$ cat src/hdl/distance_weighted_seed_picker_defines.svh
// Assertion macros for the seed picker
`ifndef DISTANCE_WEIGHTED_SEED_PICKER_DEFINES_SVH
`define DISTANCE_WEIGHTED_SEED_PICKER_DEFINES_SVH
`ifndef SYNTH
`define DWSP_ASSERT(label, cond, msg) \
    label: assert property (@(posedge clk) disable iff (!rst_n) (cond)) else $error(msg);
`define DWSP_ASSERT_IMP(label, ante, cons, msg) \
    label: assert property (@(posedge clk) disable iff (!rst_n) (ante) |-> (cons)) else $error(msg);
`define DWSP_ASSERT_NEXT(label, ante, cons, msg) \
    label: assert property (@(posedge clk) disable iff (!rst_n) (ante) |=> (cons)) else $error(msg);
`else
`define DWSP_ASSERT(label, cond, msg)
`define DWSP_ASSERT_IMP(label, ante, cons, msg)
`define DWSP_ASSERT_NEXT(label, ante, cons, msg)
`endif
`endif

$ cat src/hdl/dwsp_pkg.sv
package dwsp_pkg;
    localparam int MAX_POINTS   = 256;
    localparam int NUM_CLUSTERS = 5;
    localparam int PW = $clog2(MAX_POINTS);        // point index width
    localparam int CW = 4;                         // cluster field width
    localparam int KW = $clog2(NUM_CLUSTERS + 1);  // seed counter width
    localparam int NW = PW + 1;                    // point count width
    localparam int DIST_CAP = 64;
    localparam int COST_CAP = 32767;

    localparam logic [1:0] OP_LOAD  = 2'd0;
    localparam logic [1:0] OP_PICK  = 2'd1;
    localparam logic [1:0] OP_RCLUS = 2'd2;
    localparam logic [1:0] OP_RPNT  = 2'd3;

    localparam logic [1:0] ST_OK   = 2'd0;
    localparam logic [1:0] ST_FULL = 2'd1;
    localparam logic [1:0] ST_ZERO = 2'd2;
    localparam logic [1:0] ST_BAD  = 2'd3;

    typedef enum logic [3:0] {
        S_IDLE, S_MOD, S_INIT, S_SEARCH, S_TURN, S_SCAN, S_RDC, S_RDP, S_DONE, S_OUT
    } state_t;

    typedef struct packed {
        logic start_mod;   // begin random mod divisor
        logic mod_total;   // divisor is total cost, else point count
        logic clr_idx;
        logic seed_init;   // first seed from remainder, else default to last point
        logic step_idx;
        logic init_pass;   // first seed pass
        logic search;      // prefix search pass
        logic scan;        // reassignment pass
        logic commit_seed;
        logic load_inp;
        logic capture;     // capture result fields
    } cmd_t;

    typedef struct packed {
        logic mod_done;
        logic idx_last;
        logic found;
        logic full;
        logic zero_cost;
        logic first;       // no seed chosen yet
    } sts_t;
endpackage

$ cat src/hdl/dwsp_ctrl.sv
`include "distance_weighted_seed_picker_defines.svh"
module dwsp_ctrl
(
    input  logic           clk,
    input  logic           rst_n,
    input  logic           in_valid,
    input  logic [1:0]     in_opcode,
    output logic           in_ready,
    output logic           out_valid,
    input  logic           out_ready,
    input  dwsp_pkg::sts_t sts,
    output dwsp_pkg::cmd_t cmd
);
    dwsp_pkg::state_t state_reg, state_next;
    logic       ov_reg, ov_next;
    logic       tail_reg, tail_next;   // drain of the pass pipeline

    always_ff @(posedge clk or negedge rst_n)
    begin
        if (!rst_n)
        begin
            state_reg <= dwsp_pkg::S_IDLE;
            ov_reg    <= 1'b0;
            tail_reg  <= 1'b0;
        end
        else
        begin
            state_reg <= state_next;
            ov_reg    <= ov_next;
            tail_reg  <= tail_next;
        end
    end

    assign out_valid = ov_reg;

    always_comb
    begin
        state_next = state_reg;
        tail_next  = 1'b0;
        ov_next    = ov_reg && !out_ready;
        cmd        = '0;
        in_ready   = 1'b0;
        case (state_reg)
            dwsp_pkg::S_IDLE:
            begin
                in_ready = !ov_reg || out_ready;
                if (in_valid && in_ready)
                begin
                    cmd.load_inp = 1'b1;
                    case (in_opcode)
                        dwsp_pkg::OP_PICK:  state_next = dwsp_pkg::S_MOD;
                        dwsp_pkg::OP_RPNT:  state_next = dwsp_pkg::S_RDP;
                        default:            state_next = dwsp_pkg::S_OUT;
                    endcase
                end
            end
            dwsp_pkg::S_MOD:
            begin
                if (sts.full || sts.zero_cost)
                    state_next = dwsp_pkg::S_OUT;
                else
                begin
                    cmd.start_mod = 1'b1;
                    cmd.mod_total = !sts.first;
                    state_next = dwsp_pkg::S_RDC;
                end
            end
            dwsp_pkg::S_RDC:
            begin
                if (sts.mod_done)
                begin
                    cmd.clr_idx   = 1'b1;
                    cmd.seed_init = 1'b1;
                    // first seed initialises, later seeds search then scan
                    state_next = sts.first ? dwsp_pkg::S_INIT : dwsp_pkg::S_SEARCH;
                end
            end
            dwsp_pkg::S_INIT:
            begin
                cmd.init_pass = 1'b1;
                if (!tail_reg)
                begin
                    cmd.step_idx = 1'b1;
                    tail_next = sts.idx_last;
                end
                else
                    state_next = dwsp_pkg::S_DONE;
            end
            dwsp_pkg::S_SEARCH:
            begin
                cmd.search = 1'b1;
                if (!tail_reg)
                begin
                    cmd.step_idx = 1'b1;
                    tail_next = sts.idx_last;
                end
                else
                    state_next = dwsp_pkg::S_TURN;
            end
            dwsp_pkg::S_TURN:
            begin
                cmd.clr_idx = 1'b1;
                state_next = dwsp_pkg::S_SCAN;
            end
            dwsp_pkg::S_SCAN:
            begin
                cmd.scan = 1'b1;
                if (!tail_reg)
                begin
                    cmd.step_idx = 1'b1;
                    tail_next = sts.idx_last;
                end
                else
                    state_next = dwsp_pkg::S_DONE;
            end
            dwsp_pkg::S_DONE:
            begin
                cmd.commit_seed = 1'b1;
                state_next = dwsp_pkg::S_OUT;
            end
            dwsp_pkg::S_RDP:
            begin
                state_next = dwsp_pkg::S_OUT;
            end
            dwsp_pkg::S_OUT:
            begin
                cmd.capture = 1'b1;
                ov_next = 1'b1;
                state_next = dwsp_pkg::S_IDLE;
            end
            default:
            begin
                state_next = dwsp_pkg::S_IDLE;
            end
        endcase
    end

    `DWSP_ASSERT_IMP(a_ready_idle, in_ready, state_reg == dwsp_pkg::S_IDLE,
        "ready outside idle")
    `DWSP_ASSERT_NEXT(a_capture_valid, cmd.capture, out_valid, "result not presented")
    `DWSP_ASSERT_IMP(a_one_pass, cmd.search, !cmd.scan, "search and scan together")
endmodule

$ cat config.mk
export PLATFORM = sky130hd
export DESIGN_NAME = dwsp_ctrl
export DESIGN_NICKNAME = d
export VERILOG_FILES = /design/src/hdl/dwsp_pkg.sv /design/src/hdl/dwsp_ctrl.sv
export VERILOG_INCLUDE_DIRS = /design/src /design/src/hdl
export SDC_FILE = /design/constraint.sdc
export NUM_CORES = 1
export LEC_CHECK = 0
export BUFFER_PORTS_ARGS = -buffer_cell sky130_fd_sc_hd__buf_4
export CAP_MARGIN = 20
export CORE_MARGIN = 2
export CORE_UTILIZATION = 39
export CTS_CLUSTER_DIAMETER = 200
export CTS_CLUSTER_SIZE = 12
export DETAILED_ROUTE_END_ITERATION = 12
export PLACE_DENSITY = 0.8
export SYNTH_ARGS = -nofsm -noshare
export SYNTH_HDL_FRONTEND = slang
export SYNTH_SLANG_ARGS = --single-unit
$ cat constraint.sdc
create_clock -name clk -period 1.6 [get_ports clk]
set_input_delay 0.24 -clock clk [delete_from_list [all_inputs] [get_ports clk]]
set_output_delay 0.24 -clock clk [all_outputs]
set_load 0.1 [all_outputs]
### Word-level counts from Yosys, hierarchy flattened

Index checks and enable logic that the tools add are counted.
Widths: inputs -> output; s select.

| word-level totals | value |
|---|---|
| register bits after elaboration | 6 |
| output and inout port bits | 13 |
| logic and storage cells | 56 |

| cells by class | value |
|---|---|
| equality and inequality tests | 15 |
| muxes and demuxes | 26 |
| reduce and logical (&&, ||, !) cells | 12 |

Operators with widths:

| kind | number |
|---|---|
| $pmux 4 s7 | 1 |
| $mux 4 | 5 |
| $eq 4x3->1 const B | 4 |
| $mux 1 | 15 |
| $eq 4x2->1 const B | 2 |
| $eq 4x4->1 const B | 2 |
| $pmux 4 s2 | 1 |
| $mux 2 | 3 |
| $ne 2x2->1 const B | 3 |
| $eq 4x1->1 const B | 1 |
| $logic_not 4->1 | 1 |
| $reduce_and 4->1 | 1 |
| $reduce_or 2->1 | 2 |
| $logic_not 1->1 | 3 |
| $reduce_or 3->1 | 1 |
| $eq 2x1->1 const B | 1 |
| $eq 2x2->1 const B | 1 |
| $logic_and 1x1->1 | 2 |
| $logic_or 1x1->1 | 2 |
| $ne 2x1->1 const B | 1 |
| $pmux 1 s2 | 1 |

### Longest topological paths before layout

| logic depth | value |
|---|---|
| word-level depth | 5 |
| mapped depth | 6 |
| depth with buffers taken out | 4 |

### Worst setup path after synthesis

OpenSTA, ideal clock, no wires.

| timing | value |
|---|---|
| path type | reg-to-output |
| from | register ov_reg (netlist: out_valid) |
| to | output port cmd[1] (netlist name) |
| data arrival time | 3.309 ns |
| path slack | -1.949 ns |
| cell stages (with the launch flop) | 4 |
| path buffers | 0 |
| cell sequence | dfrtp_1 nand2b_1 nor2b_1 and2_1 |

RTL lines:

| item | RTL line | RTL |
|---|---|---|
| from (decl) | dwsp_ctrl.sv:15 | `logic ov_reg, ov_next;` |
| from (signal assigned) | dwsp_ctrl.sv:29 | `ov_reg <= ov_next;` |
| to (decl) | dwsp_ctrl.sv:12 | `output dwsp_pkg::cmd_t cmd` |

==> results.py <==
metrics = {
    "detailed_routing": {
        "drt-met1-wl_um": 887,
        "drt-total-wl_um": 2430,
        "post_dr_vias_cell": 5.89,
        "drt-wirelength-per-cell_um": 20.0,
        "drt_pre_antenna_iters": 4,
        "drcViolationCount": 0,
        "maxUsedRoutingLayer": "met4",
        "detailroute.wirelength.met3_um": 188,
        "num_vias": 718,
        "met2WireLength_um": 1300,
        "drt_iter0_markers": 27,
        "ant_nets": 0,
    },
    "placement": {
        "hpwl_um": 1170,
        "preCtsSetupSlack_ns": -0.207,
        "place_congestion": 0.807,
        "port_buffers": 23,
        "placement_cell_area_um2": 875,
    },
    "status": {
        "status": "complete, but fails checks",
        "failed_checks": "negative setup slack",
    },
    "sta": {
        "slew_viol_final": 0,
        "max_slew.worst_pin.slew_ns": 0.449,
        "max_freq_mhz": 495,
        "max_slew_margin_pct": 69.8,
        "final_hold_viol_count": 0,
        "setup_viol_count_final": 15,
        "timing.setup.tns_ns": -2.47,
        "skew_ns": 0.0261,
        "grt_setup_unrepaired": "true",
        "finalCriticalPeriod_ns": 2.02,
        "postLayoutSetupSlackWorst_ns": -0.419,
        "finalCritPeriodShare_pct": 126,
    },
    "worst_setup_path": {
        "worstReg2RegStart": "state_reg[0]$_DFFE_PN0P_",
        "timing_worst_setup_path_type": "reg -> out",
        "worst-r2r-setup-slack_ns": -0.13,
        "crit_arrival_ns": 1.78,
        "setup.worst_path.start": "state_reg[3]$_DFFE_PN0P_",
        "regToRegEndpoint": "state_reg[0]$_DFFE_PN0P_",
        "startpoint_type": "flop",
        "cp.required_ns": 1.36,
        "cp_max_fo": 3,
        "end_kind": "output pin",
        "worst_setup_path_endpoint": "cmd[9]",
        "worstRegToRegCells": 5,
    },
    "layout": {
        "post_route_cells_drive_above_1_share_pct": 65.4,
        "diodes": 0,
        "largest_reg_flops": 4,
        "ff_latch_area_um2": 151,
        "number_of_filler_cells_placed_in_the_layout": 38,
        "num-nets-final": 120,
        "multiInputGateArea_um2": 475,
        "fin_area_um2": 1200,
        "syn2layout_area_growth_pct": 130,
    },
    "floorplanning": {
        "die-area_um2": 1650,
        "floorplan.die.height_um": 40.7,
        "num_rows": 13,
        "io_pins": 25,
        "floorplan.initialDensity_pct": 40.8,
        "coreArea_um2": 1280,
        "die_x_um": 40.7,
    },
    "clock_network": {
        "insertion_delay_ns": 0.26,
        "tritoncts_num_sinks": 6,
        "htree_num_levels": 1,
        "cts.reportedPaths.clkPinSlew_ns": 0.07,
        "cts_max_path_buffers": 2,
        "clock_tree.root_cell": "sky130_fd_sc_hd__clkbuf_4",
        "cts_made_buffers": 3,
        "tritoncts": "done",
    },
    "yosys": {
        "sequential_to_total_area_share_from_yosys_stat_pct": 28.6,
        "synth_area_per_cell_um2": 7.94,
        "synthesis.yosys.warnings": 0,
        "count_of_different_cell_masters_after_synthesis": 30,
        "synth.cell_area_um2": 524,
        "synth.net_count": 78,
        "synth.ff_latch_count": 6,
        "syn-instance-count": 66,
    },
    "grt": {
        "grt_pass1_vias": 651,
        "grt_usage_pct": 29.4,
        "grt_start_max_net_pins": 13,
        "wire_length_of_the_first_global_routing_pass_um": 3080,
        "grt.overflow.total": 0,
        "grt_antenna_before_repair": 0,
    },
    "hold_path": {
        "holdCritPathClass": "in -> reg",
    },
    "flow_run": {
        "maxCapViolations": 0,
    },
    "pwr": {
        "pwr_dens_nw_per_um2": 2320,
        "worst_ir_drop_vdd_uv": 1580,
        "p_leak_nw": 0.523,
    },
}
[logic make-up after synthesis]
logic type | after synthesis | share of synthesized area, %
buf+inv | 9 | 8.35
mux | 2 | 4.77
simple gates | 32 | 34.8
compound gates | 17 | 23.4
flops | 6 | 28.6
[final cells by class]
class | instances | area share, %
Clock buffer | 4 | 2.18
Inverter | 4 | 1.56
Multi-Input combinational cell | 51 | 39.5
Sequential cell | 6 | 12.6
Tap cell | 15 | 1.56
Timing Repair Buffer | 42 | 42.6
[what timing repair did]
item,in CTS,in global routing
pin swaps,3,9
hold buffers,1,0
resized for setup,46,11
endpoints found under the setup margin,13,16
endpoints found under the hold margin,6,0
buffers inserted,7,4
[cell usage in the layout (no fill, tap or decap), types with 3 or more instances in the layout]
cell / count
sky130_fd_sc_hd__nand2b_4: 4
sky130_fd_sc_hd__a21oi_1: 3
sky130_fd_sc_hd__nor2_4: 5
sky130_fd_sc_hd__nor3_4: 3
sky130_fd_sc_hd__inv_1: 3
sky130_fd_sc_hd__buf_6: 8
sky130_fd_sc_hd__nand2_1: 3
sky130_fd_sc_hd__buf_4: 19
sky130_fd_sc_hd__clkbuf_4: 3
sky130_fd_sc_hd__buf_12: 12
sky130_fd_sc_hd__dfrtp_1: 5
sky130_fd_sc_hd__o21ai_0: 4
[per-stage QoR]
stage / utilization, % / power (mW) / hold WS, ns / instances
2_1_floorplan: - / 1.63 / -0.0556 / 66
5_1_grt: 93.7 / 2.90 / 0.206 / 122
6_report: 93.7 / 2.79 / 0.218 / 122
3_3_place_gp: 68.1 / 1.99 / 0.0466 / 110
4_1_cts: 89.9 / 2.55 / 0.210 / 122
3_5_place_dp: 68.1 / 2.01 / 0.0498 / 110
[routing by layer]
layer | track usage, % | up-vias
met5 | 0 | -
met4 | 13.3 | 0
met3 | 8.70 | 6
met2 | 52.8 | 50
met1 | 31.2 | 345
li1 | - | 317
[power by group]
group	total (mW)	internal (mW)	switching, mW
clock network	0.165	0.0951	0.0698
logic	2.36	0.992	1.37
registers	0.269	0.214	0.0551
[cells in the mapped netlist]
library cell               count  area (um2)
sky130_fd_sc_hd__and3_1        1        6.26
sky130_fd_sc_hd__nor3_2        1        10.0
sky130_fd_sc_hd__buf_2         2        10.0
sky130_fd_sc_hd__nand2_1       4        15.0
sky130_fd_sc_hd__a32o_1        2        20.0
sky130_fd_sc_hd__a211oi_1      2        15.0
sky130_fd_sc_hd__mux2_4        1        15.0
sky130_fd_sc_hd__nand3_1       1        5.00
sky130_fd_sc_hd__o31a_1        1        8.76
sky130_fd_sc_hd__a21oi_2       1        8.76
sky130_fd_sc_hd__a211oi_2      1        12.5
sky130_fd_sc_hd__nand2b_1      6        37.5
sky130_fd_sc_hd__nand3b_1      1        7.51
sky130_fd_sc_hd__mux2i_1       1        10.0
sky130_fd_sc_hd__nor2b_1       2        12.5
sky130_fd_sc_hd__a21oi_1       3        15.0
sky130_fd_sc_hd__o21bai_1      1        7.51
sky130_fd_sc_hd__or3_1         1        6.26
sky130_fd_sc_hd__or4_4         2        22.5
sky130_fd_sc_hd__clkbuf_1      2        7.51
sky130_fd_sc_hd__or2_1         1        6.26
sky130_fd_sc_hd__o22ai_1       1        6.26
sky130_fd_sc_hd__a31o_2        1        8.76
sky130_fd_sc_hd__dfrtp_1       6         150
sky130_fd_sc_hd__buf_6         1        11.3
sky130_fd_sc_hd__and2_1        2        12.5
sky130_fd_sc_hd__o21ai_0       4        20.0
sky130_fd_sc_hd__nor3_1        3        15.0
sky130_fd_sc_hd__nor2_1        7        26.3
sky130_fd_sc_hd__inv_1         4        15.0
[critical path, stage by stage (launching register included)]
cell	delay [ns]
sky130_fd_sc_hd__dfrtp_1	0.40
sky130_fd_sc_hd__or2_4	0.27
sky130_fd_sc_hd__or4_4	0.57
sky130_fd_sc_hd__nor2_4	0.12
sky130_fd_sc_hd__buf_12	0.18
[worst min-delay path by stage]
stage / from / to / slack, ns / depth (start not counted)
after floorplan: rst_n / out_valid$_DFF_PN0_ / -0.06 / 0
after global placement: rst_n / state_reg[0]$_DFFE_PN0P_ / 0.05 / 1
after detailed placement: rst_n / state_reg[0]$_DFFE_PN0P_ / 0.05 / 1
after CTS: sts[4] / tail_reg$_DFF_PN0_ / 0.21 / 2
after global routing: sts[4] / tail_reg$_DFF_PN0_ / 0.21 / 2
final: sts[4] / tail_reg$_DFF_PN0_ / 0.22 / 2
Note: power is estimated with default switching activity, not from simulation.
